--- src/design/sobel_pkg.sv ---
// Package for the Sobel edge threshold block.
// Holds frame geometry, field widths and the request/response payload types.
// Depends on nothing; imported by sobel_edge_threshold, sobel_edge_checker and sobel_edge_threshold_tb.
`default_nettype none

package sobel_pkg;

   localparam int IMAGE_WIDTH  = 160;
   localparam int IMAGE_HEIGHT = 120;

   localparam int COL_W = $clog2(IMAGE_WIDTH);
   localparam int ROW_W = $clog2(IMAGE_HEIGHT);

   localparam int PIXEL_W  = 8;
   localparam int THRESH_W = 10;
   localparam int COUNT_W  = 15;
   localparam int ROW_IDX_W = 7;
   localparam int COL_IDX_W = 8;

   localparam logic [THRESH_W-1:0] THRESHOLD_RESET = THRESH_W'(128);
   localparam logic [COUNT_W-1:0]  COUNT_MAX       = {COUNT_W{1'b1}};

   typedef struct packed {
      logic [PIXEL_W-1:0] pixel;
      logic               frame_start;
   } req_type;

   typedef struct packed {
      logic                 edge_res;
      logic [ROW_IDX_W-1:0] row_index;
      logic [COL_IDX_W-1:0] col_index;
      logic [COUNT_W-1:0]   edge_count;
      logic                 frame_last;
   } rsp_type;

   // A request after position tracking, held in the input stage.
   typedef struct packed {
      logic [PIXEL_W-1:0] pixel;
      logic [ROW_W-1:0]   row;
      logic [COL_W-1:0]   col;
      logic               frame_start;
      logic               last;
   } stage_type;

endpackage : sobel_pkg

`default_nettype wire

--- src/design/sobel_edge_threshold.sv ---
// Sobel 3x3 edge detector with threshold, edge count and frame position.
// Throughput: one request per cycle while no held response stalls the
// input stage; the line store read and the window sums each take one
// register stage, and a request enters whenever the input stage moves.
// Reset: position, edge count, window and valid flags clear and the threshold
// returns to 128; the two line stores are not cleared.
`default_nettype none

module sobel_edge_threshold
   import sobel_pkg::*;
(
   input  wire logic                clock,
   input  wire logic                reset,

   input  wire logic                req_valid,
   output      logic                req_ready,
   input  wire req_type             req_data,

   output      logic                rsp_valid,
   input  wire logic                rsp_ready,
   output      rsp_type             rsp_data,

   input  wire logic                csr_wr_en,
   input  wire logic [THRESH_W-1:0] csr_wr_data
);

   // Configuration register.
   logic [THRESH_W-1:0] threshold_ff;

   always_ff @(posedge clock) begin
      if (reset) begin
         threshold_ff <= THRESHOLD_RESET;
      end else if (csr_wr_en) begin
         threshold_ff <= csr_wr_data;
      end
   end

   // Position tracking happens on acceptance, since the next position depends
   // only on the current one and the frame start flag. That lets the line
   // store read address be known at the same edge that takes the request.
   logic [ROW_W-1:0] row_pos_ff, row_pos_in;
   logic [COL_W-1:0] col_pos_ff, col_pos_in;
   logic [ROW_W-1:0] cur_row;
   logic [COL_W-1:0] cur_col;
   logic             cur_last;
   logic             req_accept;

   assign req_accept = req_valid && req_ready;

   always_comb begin
      cur_row  = req_data.frame_start ? '0 : row_pos_ff;
      cur_col  = req_data.frame_start ? '0 : col_pos_ff;
      cur_last = (cur_row == ROW_W'(IMAGE_HEIGHT - 1)) &&
                 (cur_col == COL_W'(IMAGE_WIDTH - 1));
      if (cur_last) begin
         row_pos_in = '0;
         col_pos_in = '0;
      end else if (cur_col == COL_W'(IMAGE_WIDTH - 1)) begin
         row_pos_in = cur_row + ROW_W'(1);
         col_pos_in = '0;
      end else begin
         row_pos_in = cur_row;
         col_pos_in = cur_col + COL_W'(1);
      end
   end

   always_ff @(posedge clock) begin
      if (reset) begin
         row_pos_ff <= '0;
         col_pos_ff <= '0;
      end else if (req_accept) begin
         row_pos_ff <= row_pos_in;
         col_pos_ff <= col_pos_in;
      end
   end

   // Input stage register.
   stage_type s1_ff;
   logic      s1_valid_ff;
   logic      s1_produce;
   logic      s1_move;
   logic      out_free;

   assign s1_produce = (s1_ff.row >= ROW_W'(2)) && (s1_ff.col >= COL_W'(2));
   assign out_free   = !rsp_valid || rsp_ready;
   // The input stage drains when the response register can take its result,
   // or at once when the pixel completes no window.
   assign s1_move    = s1_valid_ff && (out_free || !s1_produce);
   assign req_ready  = !s1_valid_ff || s1_move;

   always_ff @(posedge clock) begin
      if (reset) begin
         s1_valid_ff <= 1'b0;
      end else if (req_ready) begin
         s1_valid_ff <= req_valid;
      end
   end

   always_ff @(posedge clock) begin
      if (req_accept) begin
         s1_ff.pixel       <= req_data.pixel;
         s1_ff.row         <= cur_row;
         s1_ff.col         <= cur_col;
         s1_ff.frame_start <= req_data.frame_start;
         s1_ff.last        <= cur_last;
      end
   end

   // Line stores. The read for a request is registered at its acceptance; the
   // write for the request in the input stage lands at the same edge. When both
   // hit the same column (a frame start right after column zero), the data
   // being written is forwarded instead of the stale memory word.
   logic [PIXEL_W-1:0] upper_mem  [IMAGE_WIDTH];
   logic [PIXEL_W-1:0] middle_mem [IMAGE_WIDTH];
   logic [PIXEL_W-1:0] up_rd_ff, mid_rd_ff;
   logic [PIXEL_W-1:0] up_fwd_ff, mid_fwd_ff;
   logic               fwd_ff;
   logic [PIXEL_W-1:0] up_px, mid_px;

   assign up_px  = fwd_ff ? up_fwd_ff  : up_rd_ff;
   assign mid_px = fwd_ff ? mid_fwd_ff : mid_rd_ff;

   always_ff @(posedge clock) begin
      if (req_accept) begin
         up_rd_ff  <= upper_mem[cur_col];
         mid_rd_ff <= middle_mem[cur_col];
      end
      if (s1_move) begin
         upper_mem[s1_ff.col]  <= mid_px;
         middle_mem[s1_ff.col] <= s1_ff.pixel;
      end
   end

   always_ff @(posedge clock) begin
      if (reset) begin
         fwd_ff <= 1'b0;
      end else if (req_accept) begin
         fwd_ff <= s1_move && (s1_ff.col == cur_col);
      end
   end

   always_ff @(posedge clock) begin
      if (req_accept) begin
         up_fwd_ff  <= mid_px;
         mid_fwd_ff <= s1_ff.pixel;
      end
   end

   // Window: the two older columns are stored, the newest column is the
   // line store output plus the incoming pixel. Index 0 is the top row.
   logic [PIXEL_W-1:0] win_left_ff [3];
   logic [PIXEL_W-1:0] win_mid_ff  [3];
   logic [PIXEL_W-1:0] win_right   [3];

   assign win_right[0] = up_px;
   assign win_right[1] = mid_px;
   assign win_right[2] = s1_ff.pixel;

   always_ff @(posedge clock) begin
      if (reset) begin
         for (int i = 0; i < 3; i++) begin
            win_left_ff[i] <= '0;
            win_mid_ff[i]  <= '0;
         end
      end else if (s1_move) begin
         for (int i = 0; i < 3; i++) begin
            win_left_ff[i] <= win_mid_ff[i];
            win_mid_ff[i]  <= win_right[i];
         end
      end
   end

   // Sobel sums over the shifted window. The standard kernels reduce to
   // weighted column sums for Gx and weighted row sums for Gy.
   logic [THRESH_W-1:0]   sum_right, sum_left, sum_bottom, sum_top;
   logic signed [THRESH_W:0] grad_x, grad_y;
   logic [THRESH_W-1:0]   abs_x, abs_y;
   logic                  is_edge;
   logic [COUNT_W-1:0]    count_base, count_new;
   logic [COUNT_W-1:0]    edge_total_ff, edge_total_in;

   always_comb begin
      sum_right  = THRESH_W'(win_right[0]) + THRESH_W'({win_right[1], 1'b0})
                 + THRESH_W'(win_right[2]);
      sum_left   = THRESH_W'(win_left_ff[0]) + THRESH_W'({win_left_ff[1], 1'b0})
                 + THRESH_W'(win_left_ff[2]);
      sum_bottom = THRESH_W'(win_left_ff[2]) + THRESH_W'({win_mid_ff[2], 1'b0})
                 + THRESH_W'(win_right[2]);
      sum_top    = THRESH_W'(win_left_ff[0]) + THRESH_W'({win_mid_ff[0], 1'b0})
                 + THRESH_W'(win_right[0]);
      grad_x = $signed({1'b0, sum_right})  - $signed({1'b0, sum_left});
      grad_y = $signed({1'b0, sum_bottom}) - $signed({1'b0, sum_top});
      abs_x  = grad_x[THRESH_W] ? THRESH_W'(-grad_x) : grad_x[THRESH_W-1:0];
      abs_y  = grad_y[THRESH_W] ? THRESH_W'(-grad_y) : grad_y[THRESH_W-1:0];
      is_edge = (abs_x > threshold_ff) || (abs_y > threshold_ff);

      // A frame start clears the count before this pixel counts; the count
      // saturates rather than wrapping.
      count_base = s1_ff.frame_start ? '0 : edge_total_ff;
      if (s1_produce && is_edge && (count_base != COUNT_MAX)) begin
         count_new = count_base + COUNT_W'(1);
      end else begin
         count_new = count_base;
      end
      edge_total_in = s1_ff.last ? '0 : count_new;
   end

   always_ff @(posedge clock) begin
      if (reset) begin
         edge_total_ff <= '0;
      end else if (s1_move) begin
         edge_total_ff <= edge_total_in;
      end
   end

   // Response register.
   logic    rsp_valid_ff;
   rsp_type rsp_ff;

   always_ff @(posedge clock) begin
      if (reset) begin
         rsp_valid_ff <= 1'b0;
      end else if (s1_move && s1_produce) begin
         rsp_valid_ff <= 1'b1;
      end else if (rsp_ready) begin
         rsp_valid_ff <= 1'b0;
      end
   end

   always_ff @(posedge clock) begin
      if (s1_move && s1_produce) begin
         rsp_ff.edge_res   <= is_edge;
         rsp_ff.row_index  <= ROW_IDX_W'(s1_ff.row - ROW_W'(2));
         rsp_ff.col_index  <= COL_IDX_W'(s1_ff.col - COL_W'(2));
         rsp_ff.edge_count <= count_new;
         rsp_ff.frame_last <= s1_ff.last;
      end
   end

   assign rsp_valid = rsp_valid_ff;
   assign rsp_data  = rsp_ff;

   // The tracked position never leaves the frame.
   assert property (@(posedge clock) disable iff (reset)
      s1_valid_ff |-> (s1_ff.col < COL_W'(IMAGE_WIDTH)) &&
                      (s1_ff.row < ROW_W'(IMAGE_HEIGHT)))
      else $error("input stage position outside the frame");

   // A frame start request lands at row zero, column zero of the input stage.
   assert property (@(posedge clock) disable iff (reset)
      req_accept && req_data.frame_start |=> (s1_ff.row == '0) && (s1_ff.col == '0))
      else $error("frame start did not restart the position");

   // The last window of a frame sits at the bottom right corner.
   assert property (@(posedge clock) disable iff (reset)
      rsp_valid_ff && rsp_ff.frame_last |->
         (rsp_ff.row_index == ROW_IDX_W'(IMAGE_HEIGHT - 3)) &&
         (rsp_ff.col_index == COL_IDX_W'(IMAGE_WIDTH - 3)))
      else $error("frame last flag away from the final window");

   // A non-edge window never raises the count above the running total.
   assert property (@(posedge clock) disable iff (reset)
      s1_move && s1_produce && !is_edge |-> count_new == count_base)
      else $error("edge count moved without an edge");

endmodule : sobel_edge_threshold

`default_nettype wire

--- config.mk ---
export PLATFORM = sky130hd
export DESIGN_NAME = sobel_edge_threshold
export DESIGN_NICKNAME = d
export VERILOG_FILES = /design/src/design/sobel_pkg.sv /design/src/design/sobel_edge_threshold.sv
export SDC_FILE = /design/constraint.sdc
export NUM_CORES = 2
export LEC_CHECK = 0
export BUFFER_PORTS_ARGS = -buffer_cell sky130_fd_sc_hd__clkbuf_2
export CAP_MARGIN = 20
export CORE_AREA = 3 3 474 476
export CTS_CLUSTER_DIAMETER = 100
export DETAILED_ROUTE_END_ITERATION = 10
export DIE_AREA = 0 0 477 479
export HOLD_SLACK_MARGIN = 0.12
export PLACE_DENSITY_LB_ADDON = 0.05
export SLEW_MARGIN = 20
export SYNTH_ARGS = -nofsm -noshare
export SYNTH_HDL_FRONTEND = slang
export SYNTH_SLANG_ARGS = --single-unit
--- constraint.sdc ---
create_clock -name clock -period 8.5 [get_ports clock]
set_input_delay 1.7 -clock clock [delete_from_list [all_inputs] [get_ports clock]]
set_output_delay 1.7 -clock clock [all_outputs]
set_load 0.02 [all_outputs]
==> impl_metrics.toml <==
[die]
dieHeight_um = 479
ioPinCount = 58
start_util_pct = 49.84
rows = 173
die_w_um = 477
core-area_um2 = 221400
dieArea_um2 = 228500

[power_and_ir_drop]
power_leakage_nw = 40.08
power_frac_clock_pct = 41.2
combinationalPowerShare_pct = 9.7
power_density_nw_per_um2 = 243.1
p_sw_share_pct = 23.29
vdd.ir_drop.worst_v = 0.0002500
power_frac_seq_pct = 49.1
internal-power_mw = 23.35
power_switching_mw = 7.092

[worst_hold_path]
hold_path.startpoint = "s1_ff[10]"
min_path_cells = 0
hold_end = "rsp_data[24]"
hp-class = "flip-flop to flip-flop"

[worst_setup_path]
path_class = "flip-flop to flip-flop"
r2r_setup_slack_ps = 890
worstRegToRegCells = 25
worstSetupStartpointType = "flip-flop"
arrival_ps = 8290
required_ps = 9180
r2r-end = "rsp_data[12]"
r2r-start = "fwd_ff"
cp-end-kind = "flip-flop"
critPathMaxFanout = 23

[synthesis]
synthArstFlopShare_pct = 0
ys_seq_area_share_pct = 74.16
ys.flop_type = "edfxtp_1"
syn_area_per_cell_um2 = 17.03
synth_edf_count = 2697
synth.distinct_cells = 87
ys_warn_count = 0
synth_area_um2 = 110400
synth_cells = 6482
syn_nets = 6619
synth_seq_cells = 2740

[timing]
timing.setup.tns_ps = 0
setup_viol = 0
slew-limit-headroom_pct = 18.72
layout_min_cycle_time_ps = 7610
fmaxAchievable_mhz = 131.4
holdWs_ps = 457.4
final-max-slew-violation-count = 0
tightestPinTransition_ps = 1200
fin_skew_ps = 73.68
finalHoldViolCount = 0
grt_setup_unrepaired = "no"
fin_crit_sh_pct = 89.53

[layout]
layout.nets = 6954
fillers = 17160
drive_gt1_share_pct = 18.03
area_growth_pct = 13.45

[detailed_routing]
viasPerCell = 6.390
wire_per_inst_um = 35.04
ant_nets = 0
routed_wirelength_mm = 350.8
dr_total_vias = 63974
dr.first_iter.drc_count = 8308
dr.pass1.iters = 6
route.detailed.drc = 0

[clocking]
clk-insertion-delay-late_ps = 950
clockBufferDepth = 4
cts_sinks = 2740
root_buffer = "clkbuf_16"
cts_made_buffers = 305
cts_htree_levels = 5
cts_resized = 0
postCtsSetupBuffers = 0
ctsHoldBuffers = 0
clk_pin_slew_ps = 60
cts_tree = "done"

[place]
dp_hpwl_mm = 210.6
io_buffer_count = 57
finalWeightedCongestion = 0.8953

[grt]
grt_use_total_pct = 30.50
antenna_found_initial = 25
grt_pass1_vias = 62367
grt_max_degree = 163
grt_overflow = 0
grt_pass1_wl_mm = 492.3

[flow_run]
cap_violations = 0

[status]
outcome = "complete, no violations"
==> synth_stat cells, types with 51 or more instances <==
| cell type | number | area share, % |
|---|---|---|
| a21oi_1 | 344 | 1.6 |
| buf_2 | 81 | 0.37 |
| clkbuf_1 | 206 | 0.70 |
| edfxtp_1 | 2697 | 73 |
| fa_1 | 62 | 1.1 |
| ha_1 | 51 | 0.58 |
| inv_1 | 159 | 0.54 |
| mux2_2 | 54 | 0.55 |
| mux2i_1 | 345 | 3.1 |
| mux4_2 | 308 | 6.3 |
| nand2_1 | 458 | 1.6 |
| nand3_1 | 87 | 0.39 |
| nor2_1 | 332 | 1.1 |
| nor3_1 | 54 | 0.24 |
| o21ai_0 | 238 | 1.1 |
| o221ai_1 | 73 | 0.58 |
| o22ai_1 | 128 | 0.73 |
==> registers in the layout, summed over array words and instances (netlist names) <==
name           count
rsp_valid          1
col_pos_ff         8
row_pos_ff         7
win_mid_ff        24
mid_rd_ff          8
up_rd_ff           8
upper_mem       1280
middle_mem      1280
fwd_ff             1
s1_valid_ff        1
up_fwd_ff          8
rsp_data          32
win_left_ff       24
s1_ff             25
threshold_ff      10
edge_total_ff     15
mid_fwd_ff         8
==> metal layers <==
layer	track usage, %	wire length (um)	vias up	part of all wire [%]
li1	-	-	26400	-
met1	42.98	140900	33566	40
met2	46.47	160000	3342	46
met3	6.713	34070	658	9.7
met4	12.53	15820	8	4.5
met5	0	43	-	0.012
==> cells by family (layout without fill, tap and decap cells) <==
logic type | count (synthesis) | after routing | synth area share (%)
fa+ha+maj | 113 | 113 | 1.703
mux | 708 | 708 | 9.975
compound gates | 1173 | 1173 | 6.863
other cells | 0 | 13 | 0
buf+inv | 545 | 1086 | 2.215
flops | 2740 | 2740 | 74.16
simple gates | 1150 | 1150 | 4.662
xor+xnor | 53 | 53 | 0.4206
==> per-stage QoR <==
step                      instance area (um2)  utilization, %  std cells  setup WS [ps]  total power, mW
after CTS                              125100           56.51       9997          851.2            30.63
after global routing                   125200           56.53      10000          265.3            31.52
after detailed placement               115900           52.33       9484          847.1            18.19
final                                  125200           56.55      10011          890.1            30.45
after global placement                 115800           52.30       9481          762.7            18.15
after floorplan                        110400               -       6482          284.6            17.29
==> placed cells by master (no fill, tap or decap), types with 19 or more instances in the layout <==
cell / count
a22oi_1: 23
a21oi_1: 344
o21ai_0: 237
mux2i_1: 345
nand3_1: 87
inv_1: 151
xor2_1: 24
a221oi_1: 29
nand2_1: 455
buf_4: 330
nor4_1: 23
nor2_2: 48
mux4_2: 308
o22ai_1: 128
fa_1: 62
nor3_1: 54
clkbuf_1: 69
o221ai_1: 73
nand4_1: 29
o211ai_1: 50
and2_1: 19
nor2b_1: 42
edfxtp_1: 2697
and3_1: 33
dfxtp_1: 41
ha_1: 51
a2bb2oi_1: 24
xnor2_1: 29
clkinv_2: 33
a2111oi_0: 30
mux2_2: 48
clkinv_1: 68
a211oi_1: 49
nor2_1: 273
a31oi_1: 23
clkbuf_16: 312
clkbuf_2: 56
bufinv_16: 23
==> how the worst max path moves through the flow <==
stage / from / to / slack [ps]
2_1_floorplan: s1_ff[17] / rsp_data[6] / 280
3_5_place_dp: fwd_ff / rsp_data[12] / 850
4_1_cts: fwd_ff / rsp_data[12] / 850
3_3_place_gp: fwd_ff / rsp_data[14] / 760
5_1_grt: fwd_ff / rsp_data[12] / 270
6_report: fwd_ff / rsp_data[12] / 890
==> critical path: stages (launching register included) <==
cell       delay [ps]
dfxtp_1           520
buf_4             350
mux2i_1           460
inv_1             120
fa_1              500
fa_1              540
inv_1              50
fa_1              470
inv_1              40
ha_1              320
o21ai_0           150
o21ai_0           170
o211ai_1          140
o2bb2ai_1         170
o21ai_1           560
nor2_1            130
xor2_1            170
ha_1              310
a21o_1            170
a21o_1            170
a2111oi_0         390
nor2_1            240
o21ai_2           780
buf_4             270
nor2_1             70
xnor2_1           130
==> final cells by class <==
type	count	area [um2]	share of cell area, %
antenna	13	32.53	0.02598
clock buffer	381	8066	6.442
clock inverter	132	1190	0.9503
inverter	164	669.4	0.5346
multi-input combinational	3197	26480	21.15
sequential	2740	81860	65.37
tap	2975	3722	2.973
timing repair buffer	409	3194	2.551
==> power by group through the flow <==
stage | Sequential, mW | Clock (mW) | Combinational (mW)
2_1_floorplan | 15.3 | 0 | 1.98
3_3_place_gp | 15.2 | 0 | 2.91
3_5_place_dp | 15.2 | 0 | 2.94
4_1_cts | 15.0 | 12.7 | 2.96
5_1_grt | 15.0 | 13.3 | 3.30
6_report | 15.0 | 12.5 | 2.95
Note: power is estimated with default switching activity, not from simulation.
